===== config.mk =====
export PLATFORM = sky130hd
export DESIGN_NAME = overwrite_ring_buffer_peek_commit
export DESIGN_NICKNAME = d
export VERILOG_FILES = /design/src/rtl/orb_pkg.sv /design/src/rtl/orb_front.sv /design/src/rtl/orb_back.sv /design/src/rtl/overwrite_ring_buffer_peek_commit.sv
export SDC_FILE = /design/constraint.sdc
export NUM_CORES = 1
export LEC_CHECK = 0
export BUFFER_PORTS_ARGS = -buffer_cell sky130_fd_sc_hd__buf_2
export CAP_MARGIN = 20
export CORE_MARGIN = 2
export CORE_UTILIZATION = 56
export CTS_CLUSTER_SIZE = 30
export DETAILED_ROUTE_END_ITERATION = 10
export PLACE_DENSITY_LB_ADDON = 0.2
export SYNTH_ARGS = -nofsm -noshare
export SYNTH_HDL_FRONTEND = slang
export SYNTH_SLANG_ARGS = --single-unit

===== constraint.sdc =====
create_clock -name clk -period 5.4 [get_ports clk]
set_input_delay 0.54 -clock clk [delete_from_list [all_inputs] [get_ports clk]]
set_output_delay 0.54 -clock clk [all_outputs]
set_load 0.02 [all_outputs]

===== src/rtl/orb_pkg.sv =====
// ----------------------------------------------------------------------------
// orb_pkg
// Shared widths, operation codes and command type for the ring buffer.
// ----------------------------------------------------------------------------
`default_nettype none

package orb_pkg;

    localparam int OP_W      = 3;
    localparam int REC_W     = 32;
    localparam int AMT_W     = 8;
    localparam int CNT_OUT_W = 6;
    localparam int LOST_W    = 16;

    localparam int DEPTH_DEF       = 32;
    localparam int RECORD_BITS_DEF = 32;

    // command queue between front and back
    localparam int QDEPTH  = 2;
    localparam int QPTR_W  = $clog2(QDEPTH);
    localparam int QCNT_W  = $clog2(QDEPTH + 1);

    localparam logic [OP_W-1:0] OP_PUSH   = 3'd0;
    localparam logic [OP_W-1:0] OP_PEEK   = 3'd1;
    localparam logic [OP_W-1:0] OP_COMMIT = 3'd2;
    localparam logic [OP_W-1:0] OP_CLEAR  = 3'd3;
    localparam logic [OP_W-1:0] OP_STATUS = 3'd4;

    typedef enum logic [2:0] {
        K_PUSH,
        K_PEEK,
        K_COMMIT,
        K_CLEAR,
        K_STATUS
    } cmd_kind_t;

    typedef struct packed {
        cmd_kind_t         kind;
        logic [REC_W-1:0]  record;
        logic [AMT_W-1:0]  amount;
    } cmd_t;

endpackage

`default_nettype wire


===== src/rtl/orb_front.sv =====
// ----------------------------------------------------------------------------
// orb_front
// Accepts input transactions, decodes the operation and queues commands.
// ----------------------------------------------------------------------------
`default_nettype none

module orb_front
    import orb_pkg::*;
(
    input  wire logic              clk,
    input  wire logic              rst_n,
    input  wire logic              in_valid,
    output logic                   in_ready,
    input  wire logic [OP_W-1:0]   operation,
    input  wire logic [REC_W-1:0]  record_in,
    input  wire logic [AMT_W-1:0]  amount,
    output logic                   cmd_valid,
    output cmd_t                   cmd,
    input  wire logic              cmd_pop
);

    cmd_t              slot_reg [QDEPTH];
    logic [QPTR_W-1:0] wr_ptr_reg, wr_ptr_next;
    logic [QPTR_W-1:0] rd_ptr_reg, rd_ptr_next;
    logic [QCNT_W-1:0] count_reg, count_next;
    cmd_kind_t         kind;
    logic              push;

    // unknown codes behave as a status request
    always_comb
    begin
        unique case (operation)
            OP_PUSH:   kind = K_PUSH;
            OP_PEEK:   kind = K_PEEK;
            OP_COMMIT: kind = K_COMMIT;
            OP_CLEAR:  kind = K_CLEAR;
            OP_STATUS: kind = K_STATUS;
            default:   kind = K_STATUS;
        endcase
    end

    assign in_ready  = (count_reg != QCNT_W'(QDEPTH));
    assign cmd_valid = (count_reg != '0);
    assign cmd       = slot_reg[rd_ptr_reg];
    assign push      = in_valid && in_ready;

    always_comb
    begin
        wr_ptr_next = push    ? wr_ptr_reg + 1'b1 : wr_ptr_reg;
        rd_ptr_next = cmd_pop ? rd_ptr_reg + 1'b1 : rd_ptr_reg;
        count_next  = count_reg + QCNT_W'(push) - QCNT_W'(cmd_pop);
    end

    always_ff @(posedge clk or negedge rst_n)
    begin
        if (!rst_n)
        begin
            wr_ptr_reg <= '0;
            rd_ptr_reg <= '0;
            count_reg  <= '0;
        end
        else
        begin
            wr_ptr_reg <= wr_ptr_next;
            rd_ptr_reg <= rd_ptr_next;
            count_reg  <= count_next;
        end
    end

    always_ff @(posedge clk)
    begin
        if (push)
        begin
            slot_reg[wr_ptr_reg].kind   <= kind;
            slot_reg[wr_ptr_reg].record <= record_in;
            slot_reg[wr_ptr_reg].amount <= amount;
        end
    end

endmodule

`default_nettype wire


===== src/rtl/orb_back.sv =====
// ----------------------------------------------------------------------------
// orb_back
// Executes queued commands: ring store, counters, peek sequencer, result reg.
// ----------------------------------------------------------------------------
`default_nettype none

module orb_back
    import orb_pkg::*;
#(
    parameter int DEPTH       = DEPTH_DEF,
    parameter int RECORD_BITS = RECORD_BITS_DEF
)
(
    input  wire logic                  clk,
    input  wire logic                  rst_n,
    input  wire logic                  cmd_valid,
    input  wire cmd_t                  cmd,
    output logic                       cmd_pop,
    output logic                       out_valid,
    input  wire logic                  out_ready,
    output logic [REC_W-1:0]           record_out,
    output logic                       has_record,
    output logic                       last,
    output logic [CNT_OUT_W-1:0]       peek_taken,
    output logic [CNT_OUT_W-1:0]       pending,
    output logic [LOST_W-1:0]          lost_total
);

    localparam int PW     = $clog2(DEPTH);
    localparam int CW     = $clog2(DEPTH + 1);
    localparam int SW     = CW + 1;
    localparam int KEEP_W = (RECORD_BITS < REC_W) ? RECORD_BITS : REC_W;
    localparam logic [PW-1:0] LAST_POS = PW'(DEPTH - 1);
    localparam logic [CW-1:0] FULL     = CW'(DEPTH);

    typedef enum logic [1:0] {
        ST_IDLE = 2'b01,
        ST_PEEK = 2'b10
    } state_t;

    logic [KEEP_W-1:0] mem [DEPTH];

    state_t            state_reg, state_next;
    logic [PW-1:0]     wp_reg, wp_next;
    logic [CW-1:0]     held_reg, held_next;
    logic [LOST_W-1:0] lost_reg, lost_next;
    logic [PW-1:0]     idx_reg, idx_next;
    logic [CW-1:0]     remain_reg, remain_next;
    logic [CW-1:0]     taken_reg, taken_next;
    logic              q_valid_reg;
    logic              q_last_reg;
    logic [KEEP_W-1:0] mem_q_reg;
    logic              out_valid_reg;

    logic              out_free;
    logic              start;
    logic              single;
    logic              q_adv;
    logic              rd_en;
    logic              amt_lt;
    logic [CW-1:0]     take;
    logic [SW-1:0]     wp_ext, held_ext, start_sum;
    logic [PW-1:0]     wp_inc, idx_inc;

    assign out_free = !out_valid_reg || out_ready;
    assign start    = (state_reg == ST_IDLE) && cmd_valid && !q_valid_reg && out_free;
    assign q_adv    = q_valid_reg && out_free;
    assign rd_en    = (state_reg == ST_PEEK) && (!q_valid_reg || q_adv);

    assign amt_lt   = cmd.amount < AMT_W'(held_reg);
    assign take     = amt_lt ? CW'(cmd.amount) : held_reg;

    // oldest entry sits held entries behind the write position
    assign wp_ext    = SW'(wp_reg);
    assign held_ext  = SW'(held_reg);
    assign start_sum = (wp_ext >= held_ext) ? wp_ext - held_ext
                                            : wp_ext + SW'(DEPTH) - held_ext;

    assign wp_inc  = (wp_reg  == LAST_POS) ? '0 : wp_reg  + 1'b1;
    assign idx_inc = (idx_reg == LAST_POS) ? '0 : idx_reg + 1'b1;

    always_comb
    begin
        state_next  = state_reg;
        wp_next     = wp_reg;
        held_next   = held_reg;
        lost_next   = lost_reg;
        idx_next    = idx_reg;
        remain_next = remain_reg;
        taken_next  = taken_reg;
        cmd_pop     = 1'b0;
        single      = 1'b0;

        unique case (state_reg)
            ST_IDLE:
            begin
                if (start)
                begin
                    cmd_pop = 1'b1;
                    unique case (cmd.kind)
                        K_PUSH:
                        begin
                            single  = 1'b1;
                            wp_next = wp_inc;
                            if (held_reg == FULL)
                                lost_next = lost_reg + 1'b1;
                            else
                                held_next = held_reg + 1'b1;
                        end
                        K_PEEK:
                        begin
                            if (take == '0)
                                single = 1'b1;
                            else
                            begin
                                state_next  = ST_PEEK;
                                idx_next    = start_sum[PW-1:0];
                                remain_next = take;
                                taken_next  = take;
                            end
                        end
                        K_COMMIT:
                        begin
                            single    = 1'b1;
                            held_next = amt_lt ? held_reg - CW'(cmd.amount) : '0;
                        end
                        K_CLEAR:
                        begin
                            single    = 1'b1;
                            wp_next   = '0;
                            held_next = '0;
                            lost_next = '0;
                        end
                        default:
                            single = 1'b1;
                    endcase
                end
            end
            ST_PEEK:
            begin
                if (rd_en)
                begin
                    idx_next    = idx_inc;
                    remain_next = remain_reg - 1'b1;
                    if (remain_reg == CW'(1))
                        state_next = ST_IDLE;
                end
            end
            default:
                state_next = ST_IDLE;
        endcase
    end

    always_ff @(posedge clk or negedge rst_n)
    begin
        if (!rst_n)
        begin
            state_reg     <= ST_IDLE;
            wp_reg        <= '0;
            held_reg      <= '0;
            lost_reg      <= '0;
            idx_reg       <= '0;
            remain_reg    <= '0;
            taken_reg     <= '0;
            q_valid_reg   <= 1'b0;
            out_valid_reg <= 1'b0;
        end
        else
        begin
            state_reg  <= state_next;
            wp_reg     <= wp_next;
            held_reg   <= held_next;
            lost_reg   <= lost_next;
            idx_reg    <= idx_next;
            remain_reg <= remain_next;
            taken_reg  <= taken_next;

            if (rd_en)
                q_valid_reg <= 1'b1;
            else if (q_adv)
                q_valid_reg <= 1'b0;

            if (q_adv || single)
                out_valid_reg <= 1'b1;
            else if (out_ready)
                out_valid_reg <= 1'b0;
        end
    end

    // ring store: one write port, one registered read port
    always_ff @(posedge clk)
    begin
        if (start && (cmd.kind == K_PUSH))
            mem[wp_reg] <= cmd.record[KEEP_W-1:0];
        if (rd_en)
        begin
            mem_q_reg  <= mem[idx_reg];
            q_last_reg <= (remain_reg == CW'(1));
        end
    end

    always_ff @(posedge clk)
    begin
        if (q_adv)
        begin
            record_out <= REC_W'(mem_q_reg);
            has_record <= 1'b1;
            last       <= q_last_reg;
            peek_taken <= CNT_OUT_W'(taken_reg);
            pending    <= CNT_OUT_W'(held_reg);
            lost_total <= lost_reg;
        end
        else if (single)
        begin
            record_out <= '0;
            has_record <= 1'b0;
            last       <= 1'b1;
            peek_taken <= '0;
            pending    <= CNT_OUT_W'(held_next);
            lost_total <= lost_next;
        end
    end

    assign out_valid = out_valid_reg;

endmodule

`default_nettype wire


===== src/rtl/overwrite_ring_buffer_peek_commit.sv =====
// ----------------------------------------------------------------------------
// overwrite_ring_buffer_peek_commit
// Overwriting circular event store with peek and commit.
// ----------------------------------------------------------------------------
// Usage:
//   Input channel (in_valid/in_ready) carries one command per transaction:
//   push, peek, commit, clear or status. Output channel (out_valid/out_ready)
//   carries result transactions; every command gives one, except a peek that
//   finds records, which gives one per record, oldest first, last set on the
//   final one.
//   A non-peek result is loaded into the result register when the back end
//   executes its command. A peek's records go through the store read
//   register into the result register, one record a cycle while the output
//   is drained. The back end takes one command a cycle while the output is
//   drained; a peek holds it to set up, read the store, then pass each record.
//   A two-entry command queue lets the input keep taking transactions while
//   the back end is busy or stalled.
//   Reset clears positions, counts and all valid flags; store contents are
//   left as they are and never read before being written, so no clearing
//   pass is run.
//   When the receiver holds out_ready low the result register holds, the
//   back end stops, and once the queue fills in_ready drops.
// ----------------------------------------------------------------------------
`default_nettype none

module overwrite_ring_buffer_peek_commit
    import orb_pkg::*;
#(
    parameter int DEPTH       = DEPTH_DEF,
    parameter int RECORD_BITS = RECORD_BITS_DEF
)
(
    input  wire logic                  clk,
    input  wire logic                  rst_n,
    input  wire logic                  in_valid,
    output logic                       in_ready,
    input  wire logic [OP_W-1:0]       operation,
    input  wire logic [REC_W-1:0]      record_in,
    input  wire logic [AMT_W-1:0]      amount,
    output logic                       out_valid,
    input  wire logic                  out_ready,
    output logic [REC_W-1:0]           record_out,
    output logic                       has_record,
    output logic                       last,
    output logic [CNT_OUT_W-1:0]       peek_taken,
    output logic [CNT_OUT_W-1:0]       pending,
    output logic [LOST_W-1:0]          lost_total
);

    // decoded commands waiting for the back end
    logic cmd_valid;
    logic cmd_pop;
    cmd_t cmd;

    // front: accept, classify (unknown codes map to status), queue
    orb_front u_front
    (
        .clk       (clk),
        .rst_n     (rst_n),
        .in_valid  (in_valid),
        .in_ready  (in_ready),
        .operation (operation),
        .record_in (record_in),
        .amount    (amount),
        .cmd_valid (cmd_valid),
        .cmd       (cmd),
        .cmd_pop   (cmd_pop)
    );

    // back: store, write position, held and lost counts, peek read-out
    orb_back
    #(
        .DEPTH       (DEPTH),
        .RECORD_BITS (RECORD_BITS)
    )
    u_back
    (
        .clk        (clk),
        .rst_n      (rst_n),
        .cmd_valid  (cmd_valid),
        .cmd        (cmd),
        .cmd_pop    (cmd_pop),
        .out_valid  (out_valid),
        .out_ready  (out_ready),
        .record_out (record_out),
        .has_record (has_record),
        .last       (last),
        .peek_taken (peek_taken),
        .pending    (pending),
        .lost_total (lost_total)
    );

endmodule

`default_nettype wire


### Word-level counts from Yosys, hierarchy flattened

Memories as Yosys holds them, arrays and structs flattened. A register that Yosys moved wholly into a read port is not among the register bits.
Index checks and enable logic that the tools add are counted.
Widths: inputs -> output; s select.

| word-level totals | value |
|---|---|
| flip-flop bits (word level) | 115 |
| bits in latches | 0 |
| RAM bits | 1,110 |
| ROM bits | 0 |
| bits of input ports | 47 |
| word-level logic and storage cells | 135 |
| memories kept | 2 |

| cells by class | value |
|---|---|
| $add $sub $neg | 13 |
| multipliers | 0 |
| div/mod/pow operators | 0 |
| order comparisons | 2 |
| equality and inequality tests | 18 |
| shift-type cells | 0 |
| multiplexer cells | 55 |
| bitwise operators | 1 |
| reduce and logical (&&, ||, !) cells | 25 |

Memory list:

| name | words | width | rd ports | clocked after memory_dff | write ports | line | text |
|---|---|---|---|---|---|---|---|
| u_back.mem | 32 | 32 | 1 | 1 | 1 | orb_back.sv:41 | `logic [KEEP_W-1:0] mem [DEPTH];` |
| u_front.slot_reg | 2 | 43 | 1 | 0 | 1 | orb_front.sv:22 | `cmd_t slot_reg [QDEPTH];` |

Operators by type and width:

| operator | number |
|---|---|
| $mux 16 | 5 |
| $mux 6 | 13 |
| $mux 32 | 2 |
| $mux 5 | 7 |
| $pmux 16 s2 | 1 |
| $pmux 5 s2 | 2 |
| $pmux 6 s3 | 1 |
| $add 16x1->16 const B | 1 |
| $mux 1 | 16 |
| $add 5x1->5 const B | 3 |
| $eq 3x2->1 const B | 4 |
| $pmux 3 s4 | 1 |
| $pmux 6 s2 | 1 |
| $reduce_bool 2->1 | 6 |
| $eq 5x5->1 const B | 2 |
| $mux 2 | 5 |
| $reduce_and 5->1 | 2 |
| $sub 5x5->5 | 2 |
| $lt 8x6->1 | 1 |
| $ne 2x2->1 const B | 4 |
| $logic_and 1x1->1 | 7 |
| $add 6x1->6 const B | 1 |
| $eq 3x1->1 const B | 2 |
| $eq 6x1->1 const B | 1 |
| 18 further kinds | 24 |

### Logic depth before layout (Yosys ltp)

Gate-level depths: netlist of the first run.
An unclocked memory read counts as a cell.

| depth | value |
|---|---|
| depth in word-level cells | 10 |
| depth in mapped cells | 11 |
| mapped depth without buffers | 10 |

### Cells and area by module

A second synthesis of the first run with hierarchy kept.

| second synthesis, totals | value |
|---|---|
| cell total of the unflattened synthesis | 2,191 |
| area, all modules | 48,865.6 um^2 |

By module, submodules not included:

| module | instances | cells an instance | area each (um^2) |
|---|---|---|---|
| orb_back | 1 | 2,037 | 45,374.8 |
| orb_front | 1 | 154 | 3,490.8 |

### Worst setup path before layout of the first run

Ideal clock, no wire load.

| timing | value |
|---|---|
| path kind | flip-flop to flip-flop |
| from | register u_back.out_valid_reg, in the netlist u_back.out_valid |
| to | register u_back.last (enable) |
| library setup time | 0.564 ns |
| data arrival time | 4.944 ns |
| setup slack | -0.108 ns |
| cell stages (with the launch flop) | 3 |
| buffers on the path | 0 |
| period minus slack after synthesis | 5.508 ns |
| cell sequence | dfrtp_1 > nor2b_1 > o21ai_0 |

| on the way | value |
|---|---|
| cells in the longest elaborated chain, start to end | 6 |
| elaborated cells between the ends (all ways) | 7 |
| classes of those cells | 2 x mux; 5 x reduce/logical |

RTL lines:

| what | line | text |
|---|---|---|
| from (decl) | orb_back.sv:53 | `logic out_valid_reg;` |
| from (signal assigned) | orb_back.sv:166 | `out_valid_reg <= 1'b0;` |
| from (signal assigned) | orb_back.sv:184 | `out_valid_reg <= 1'b1;` |
| from (signal assigned) | orb_back.sv:186 | `out_valid_reg <= 1'b0;` |
| $logic_not 1->1 (*) | orb_back.sv:65 | `assign out_free = !out_valid_reg \|\| out_ready;` |
| $logic_or 1x1->1 (*) | orb_back.sv:65 |  |
| $logic_and 1x1->1 | orb_back.sv:66 | `assign start = (state_reg == ST_IDLE) && cmd_valid && !q_valid_reg && out_free;` |
| $mux 1 | orb_back.sv:97 | `if (start)` |
| $mux 1 | orb_back.sv:94 | `unique case (state_reg)` |
| $reduce_bool 2->1 (no line) (*) | - |  |
| to (signal assigned) | orb_back.sv:208 | `last <= q_last_reg;` |
| to (decl) | orb_back.sv:23 | `output logic last,` |

Mark *: on every way between the ends. The rest lies on a longest branch, timed or not.
A chain may end at the register's enable or synchronous reset.

### Worst setup path in the final report of the first run

| timing | value |
|---|---|
| from | register u_front.rd_ptr_reg |
| to | memory u_back.mem[20][21] in the netlist's numbering (enable) |

| on the way | value |
|---|---|
| cells in the longest elaborated chain, start to end | 5 |

RTL lines:

| what | line | text |
|---|---|---|
| from (decl) | orb_front.sv:24 | `logic [QPTR_W-1:0] rd_ptr_reg, rd_ptr_next;` |
| from (signal assigned) | orb_front.sv:65 | `rd_ptr_reg <= rd_ptr_next;` |
| $mem_v2 2x43 | - |  |
| $logic_not 3->1 | orb_back.sv:193 | `if (start && (cmd.kind == K_PUSH))` |
| $logic_and 1x1->1 | orb_back.sv:193 |  |
| $mux 1 | orb_back.sv:193 |  |
| $mux 1 (not written as such) | orb_back.sv:194 | `mem[wp_reg] <= cmd.record[KEEP_W-1:0];` |
| to (decl) | orb_back.sv:41 |  |

No other way between the ends.

==> impl_metrics.csv, run 1 <==
group,metric,value,unit
place,hpwl,64900,um
power_and_ir_drop,pwr-share-seq,0.454,
yosys,synth_seq_cells,1257,
detailed_routing,via_count,23476,
detailed_routing,drcViolationCount,0,
yosys,syn-num-nets,2295,
yosys,synth_seq_area_share,0.7669,
setup_path,crit_type,"register to register",
detailed_routing,wl_per_cell,29.44,um
cts,cts_made_buffers,130,
final_layout,fin_area,0.05574,mm2
yosys,synth_ff_type,"edfxtp_1",
setup_path,start_kind,"register",
power_and_ir_drop,swShare,0.2969,
setup_path,required,5.81,ns
detailed_routing,detail-route-antenna-nets,0,
global_routing,grt_usage,0.2497,
place,io_buffers,110,
setup_path,crit_chain,"buf_4, mux2i_1, o21ai_2, nor2_1, nand2_1, buf_4, nor2_4, buf_4",
die,io_pins,111,
die,start_util,0.5642,
place,placed_cell_area,0.05130,mm2
setup_path,cp_num_buf_inv,3,
timing,fin_crit_sh,0.7673,
cts,cts_root_buf,"clkbuf_16",
place,pre_cts_ws,1.316,ns
final_layout,largest_reg_flops,1024,
die,die_h,299.4,um
die,core,0.08662,mm2
global_routing,grt_overflow_total,0,
global_routing,grt_pass1_wl,160500,um
global_routing,antenna_found_initial,6,
power_and_ir_drop,p_leak,18.07,nW
setup_path,worstPathArrival,4.55,ns
detailed_routing,drt_first_pass_iters,7,
setup_path,endpoint_kind,"register",
yosys,avgSynthCellArea,22.04,um2
yosys,synth_edf_count,1204,
power_and_ir_drop,internal_power,19.84,mW
cts,cts_tree,"built",
power_and_ir_drop,clkPwrFrac,0.301,
setup_path,critPathMaxFanout,25,
die,die_area,0.08964,mm2
setup_path,max_stage_delay,0.66,ns
cts,clk_latency,0.73,ns
power_and_ir_drop,p_per_area,506.3,mW/mm2
power_and_ir_drop,pwr-share-comb,0.246,
cts,clk_pin_slew,0.06,ns
setup_path,crit_slowest_cell,"mux2i_1",
timing,worstMarginPinSlew,0.9783,ns
final_layout,nets,2532,
detailed_routing,drt_wl_total,109400,um
timing,grt_setup_unrepaired,"no",
timing,finalHoldViolCount,0,
global_routing,grt_start_max_net_pins,95,
cts,clockBufferDepth,3,
yosys,syn_area,0.04887,mm2
cts,cts-htree-levels,4,
die,die_x,299.4,um
final_layout,layout_commonest_cell,"edfxtp_1",
timing,layout_setup_ws,1.256,ns
timing,slew_violations,0,
final_layout,multiInputGateArea,0.01107,mm2
power_and_ir_drop,switchingPower,8.377,mW
cts,cts.sinks,1257,
timing,finalClockSkew,0.03245,ns
detailed_routing,drtIter0Drc,2581,
yosys,synth_cells,2217,
final_layout,nFillCells,5685,
yosys,ys_types,72,
timing,max_clock_freq,241.3,MHz
run_status,status,"finished, final reports clean",
yosys,async_reset_ff_frac,0.04137,
worst_hold_path,hold_class,"input port to register",
yosys,synth_warnings,0,
setup_path,cpMostUsedCell,"buf_4",
run,cap_violations,0,
place,routabilityCongestion,0.8204,
final_layout,final-seq-area,0.03749,mm2
power_and_ir_drop,vdd_drop_max,429.0,uV
setup_path,crit_family,"simple AND/OR/NAND/NOR gates",
global_routing,grt_pass1_vias,23893,
timing,timing.slew.headroom,0.3478,
final_layout,final_layout_size_suffix_gt1_frac,0.3186,
final_layout,syn2layout_area_growth,14.06,%
detailed_routing,routed_via_density,6.319,
timing,min_period,4.144,ns
die,rows,108,
timing,setup_viol,0,
final_layout,layout_common_cells,"1204 x edfxtp_1, 320 x mux4_2, 130 x clkbuf_16",
timing,setup-tns-final,0,ns
power groups by stage:
| stage | sequential, mW | clock [mW] | combinational [mW] |
|---|---|---|---|
| after floorplan | 13.0 | 0 | 4.37 |
| after global placement | 13.0 | 0 | 6.82 |
| after detailed placement | 13.0 | 0 | 6.99 |
| after CTS | 12.8 | 8.63 | 7.03 |
| after global routing | 12.9 | 9.01 | 7.41 |
| final | 12.8 | 8.48 | 6.93 |
final cells by class:
cell class                      instances  share of cell area
Sequential cell                      1257              0.6727
Multi-Input combinational cell        823              0.1986
Clock buffer                          161             0.06045
Timing Repair Buffer                  211             0.02734
Tap cell                             1155             0.02593
Clock inverter                         75             0.01253
Inverter                               31            0.002357
Antenna cell                            2          0.00008979
synthesized netlist by cell type (all sizes together), types with 9 or more instances:
cell type | number | share of area
xnor2 | 9 | 0.0016
dfrtp | 51 | 0.026
buf | 47 | 0.0047
mux2 | 79 | 0.018
mux4 | 320 | 0.15
nor2 | 70 | 0.0057
edfxtp | 1204 | 0.74
nor3 | 10 | 0.0011
a21oi | 23 | 0.0024
and3 | 47 | 0.0060
inv | 30 | 0.0023
nand3 | 15 | 0.0015
ha | 29 | 0.0074
o21ai | 63 | 0.0065
clkbuf | 59 | 0.0046
nand2 | 47 | 0.0036
metrics by stage:
step | utilization | std cells | hold WS (ns) | power (mW)
final | 0.6435 | 3715 | 0.04765 | 28.22
after global placement | 0.5921 | 3440 | 0.4750 | 19.80
after global routing | 0.6434 | 3713 | 0.02237 | 29.28
after floorplan | - | 2217 | 0.2444 | 17.35
after CTS | 0.6434 | 3713 | 0.01014 | 28.46
after detailed placement | 0.5923 | 3441 | 0.4893 | 19.98
path summary, 6_finish.rpt:
| kind | startpoint | to | slack (ns) | cells after the start |
|---|---|---|---|---|
| max | u_front.rd_ptr_reg | u_back.mem[20][21] | 1.26 | 8 |
| min | amount[0] | u_front.slot_reg[1][0] | 0.05 | 1 |
| max reg2reg | u_front.rd_ptr_reg | u_back.mem[20][21] | 1.26 | 8 |
| min reg2reg | u_back.taken_reg[2] | u_back.taken_reg[2] | 0.50 | 1 |
| max in group asynchronous | rst_n | u_back.idx_reg[1] | 4.30 | 3 |
| min in group asynchronous | rst_n | u_back.held_reg[3] | 0.47 | 3 |
repair_timing:
item,4_1_cts,5_1_grt
hold buffers,36,0
buffers inserted,0,0
endpoints found under the hold margin,120,0
resized for setup,0,0
endpoints found under the setup margin,0,0
routing by layer:
layer | global-route usage | share of wire | up-vias
met1 | 0.3588 | 0.41 | 12657
li1 | - | - | 9795
met5 | 0 | 0.000073 | -
met4 | 0.06667 | 0.021 | 2
met2 | 0.4032 | 0.50 | 874
met3 | 0.04494 | 0.072 | 148
logic make-up (layout without fill, tap and decap cells):
family                     Yosys count  count (layout)  synth area share
AOI/OAI and AO/OA                  144             144           0.01902
xor gates and xnor gates            13              13          0.002330
adders and majority gates           31              31          0.008245
buffers and inverters              137             478           0.01188
DFF                               1257            1257            0.7669
muxes                              406             406            0.1674
other                                0               2                 0
and+or+nand+nor                    229             229           0.02422
Power figures use the tool's default switching activity.
==> run 2: changes to the inputs <==
Clock period 5.4 ns to 3.55 ns, I/O delays scaled along.
==> run 2 against run 1 <==
Against the previous run: die area unchanged; design area grew 0.87%; clock skew is 0.0071 ns lower; final cell count up 0.94%; global-route usage increased by 1.2 points; fmax grew 30%; hold slack better by 0.019 ns.
==> impl_metrics.csv, run 2 (synthesis results as in run 1) <==
group,metric,value,unit
run_status,status,"finished, final reports clean",
timing,setup_viol,0,
die,rows,108,
power_and_ir_drop,p_per_area,740.2,mW/mm2
cts,cts-htree-levels,3,
setup_path,endpoint_kind,"register",
cts,cts_root_buf,"clkbuf_16",
die,core,0.08662,mm2
power_and_ir_drop,internal_power,29.96,mW
detailed_routing,via_count,24118,
setup_path,worstPathArrival,3.50,ns
power_and_ir_drop,pwr-share-comb,0.241,
detailed_routing,drcViolationCount,0,
run,cap_violations,0,
final_layout,final_layout_size_suffix_gt1_frac,0.3283,
place,hpwl,63290,um
detailed_routing,routed_via_density,6.431,
power_and_ir_drop,swShare,0.2801,
cts,clockBufferDepth,3,
timing,finalClockSkew,0.02538,ns
timing,finalHoldViolCount,0,
timing,min_period,3.186,ns
cts,postCtsHoldBufs,42,
die,io_pins,111,
final_layout,nets,2581,
place,routabilityCongestion,0.8323,
global_routing,grt_usage,0.2613,
timing,slew_violations,0,
worst_hold_path,hold_class,"input port to register",
global_routing,antenna_found_initial,0,
detailed_routing,drt_wl_total,115100,um
place,io_buffers,110,
timing,grt_setup_unrepaired,"no",
cts,cts_made_buffers,120,
global_routing,grt_overflow_total,0,
power_and_ir_drop,switchingPower,11.65,mW
timing,max_clock_freq,313.9,MHz
power_and_ir_drop,pwr-share-seq,0.467,
detailed_routing,wl_per_cell,30.68,um
detailed_routing,drtIter0Drc,2934,
final_layout,layout_common_cells,"1204 x edfxtp_1, 320 x mux4_2, 123 x clkbuf_16",
die,die_area,0.08964,mm2
cts,post_cts_buffers,0,
place,placed_cell_area,0.05208,mm2
final_layout,nFillCells,5644,
setup_path,start_kind,"register",
cts,cts_resized,0,
detailed_routing,drt_first_pass_iters,6,
cts,cts_tree,"built",
power_and_ir_drop,clkPwrFrac,0.292,
global_routing,grt_pass1_vias,24235,
detailed_routing,detail-route-antenna-nets,0,
final_layout,largest_reg_flops,1024,
cts,cts.sinks,1257,
final_layout,syn2layout_area_growth,15.05,%
final_layout,fin_area,0.05622,mm2
timing,fin_crit_sh,0.8975,
power_and_ir_drop,report.power.total,41.61,mW
setup_path,crit_type,"register to register",
final_layout,diodes,0,
final_layout,layout_commonest_cell,"edfxtp_1",
setup_path,critPathMaxFanout,21,
timing,worstMarginPinSlew,0.9793,ns
global_routing,grt_start_max_net_pins,65,
cts,clk_latency,0.69,ns
final_layout,multiInputGateArea,0.01107,mm2
setup_path,required,3.86,ns
global_routing,grt_pass1_wl,166700,um
cts,clk_pin_slew,0.06,ns
die,start_util,0.5642,
die,die_h,299.4,um
power_and_ir_drop,p_leak,18.31,nW
power_and_ir_drop,vdd_drop_max,479.2,uV
timing,timing.slew.headroom,0.3456,
die,die_x,299.4,um
final_layout,final-seq-area,0.03749,mm2
## run 2: cell types whose count changed in the layout (fill, tap and decap cells not counted), moves of 4 or more
| cell | before | now |
|---|---|---|
| clkbuf_1 | 31 | 27 |
| buf_12 | 10 | 40 |
| dlygate4sd3_1 | 36 | 42 |
| inv_16 | 4 | 0 |
| clkbuf_16 | 130 | 123 |
| buf_4 | 55 | 78 |
## run 2: final timing paths
kind / endpoint / depth (start not counted) / slack, ns / from
max in group asynchronous: u_back.lost_reg[12] / 3 / 2.43 / rst_n
min in group asynchronous: u_front.rd_ptr_reg / 2 / 0.30 / rst_n
hold / removal: u_front.wr_ptr_reg / 3 / 0.07 / in_valid
hold reg to reg: u_back.lost_reg[15] / 1 / 0.50 / u_back.lost_reg[15]
setup / recovery: u_back.mem[14][0] / 8 / 0.36 / u_front.rd_ptr_reg
setup reg to reg: u_back.mem[14][0] / 8 / 0.36 / u_front.rd_ptr_reg
## run 2: final cells by class
class | count | share of cell area
Clock inverter | 64 | 0.009659
Tap cell | 1155 | 0.02570
Timing Repair Buffer | 270 | 0.04193
Sequential cell | 1257 | 0.6669
Clock buffer | 150 | 0.05655
Multi-Input combinational cell | 823 | 0.1969
Inverter | 31 | 0.002337
## run 2: critical path, cell delays in order, from the launching register on
cell and delay, ns:
dfrtp_2 0.44, buf_4 0.38, nor3b_1 0.46, o21ai_2 0.12, nor2_1 0.41, nand2_1 0.11, buf_4 0.24, nor2_4 0.13
buf_4 0.49
## run 2: metrics by stage
stage	setup slack [ns]	TNS (ns)	hold slack, ns	util	std cells
2_1_floorplan	-0.2469	-247.57	0.05941	-	2217
3_3_place_gp	0.4608	0	0.4720	0.6012	3494
3_5_place_dp	0.4165	0	0.4799	0.6012	3494
4_1_cts	0.3921	0	0.02537	0.6491	3750
5_1_grt	0.1639	0	0.07690	0.6491	3750
6_report	0.3639	0	0.06705	0.6491	3750
## run 2: power by group through the flow
stage | sequential (mW) | combinational (mW) | clock, mW
2_1_floorplan | 19.7 | 6.66 | 0
3_3_place_gp | 19.7 | 9.81 | 0
3_5_place_dp | 19.7 | 10.1 | 0
4_1_cts | 19.4 | 10.2 | 12.3
5_1_grt | 19.5 | 10.8 | 12.9
6_report | 19.4 | 10.0 | 12.1
## run 2: per-layer routing
| metal | up-vias | wire, um | track usage |
|---|---|---|---|
| met5 | - | 0 | 0 |
| met4 | 0 | 2367 | 0.06190 |
| met3 | 172 | 10350 | 0.05117 |
| met2 | 1124 | 57800 | 0.4312 |
| met1 | 12946 | 44530 | 0.3669 |
| li1 | 9876 | - | - |
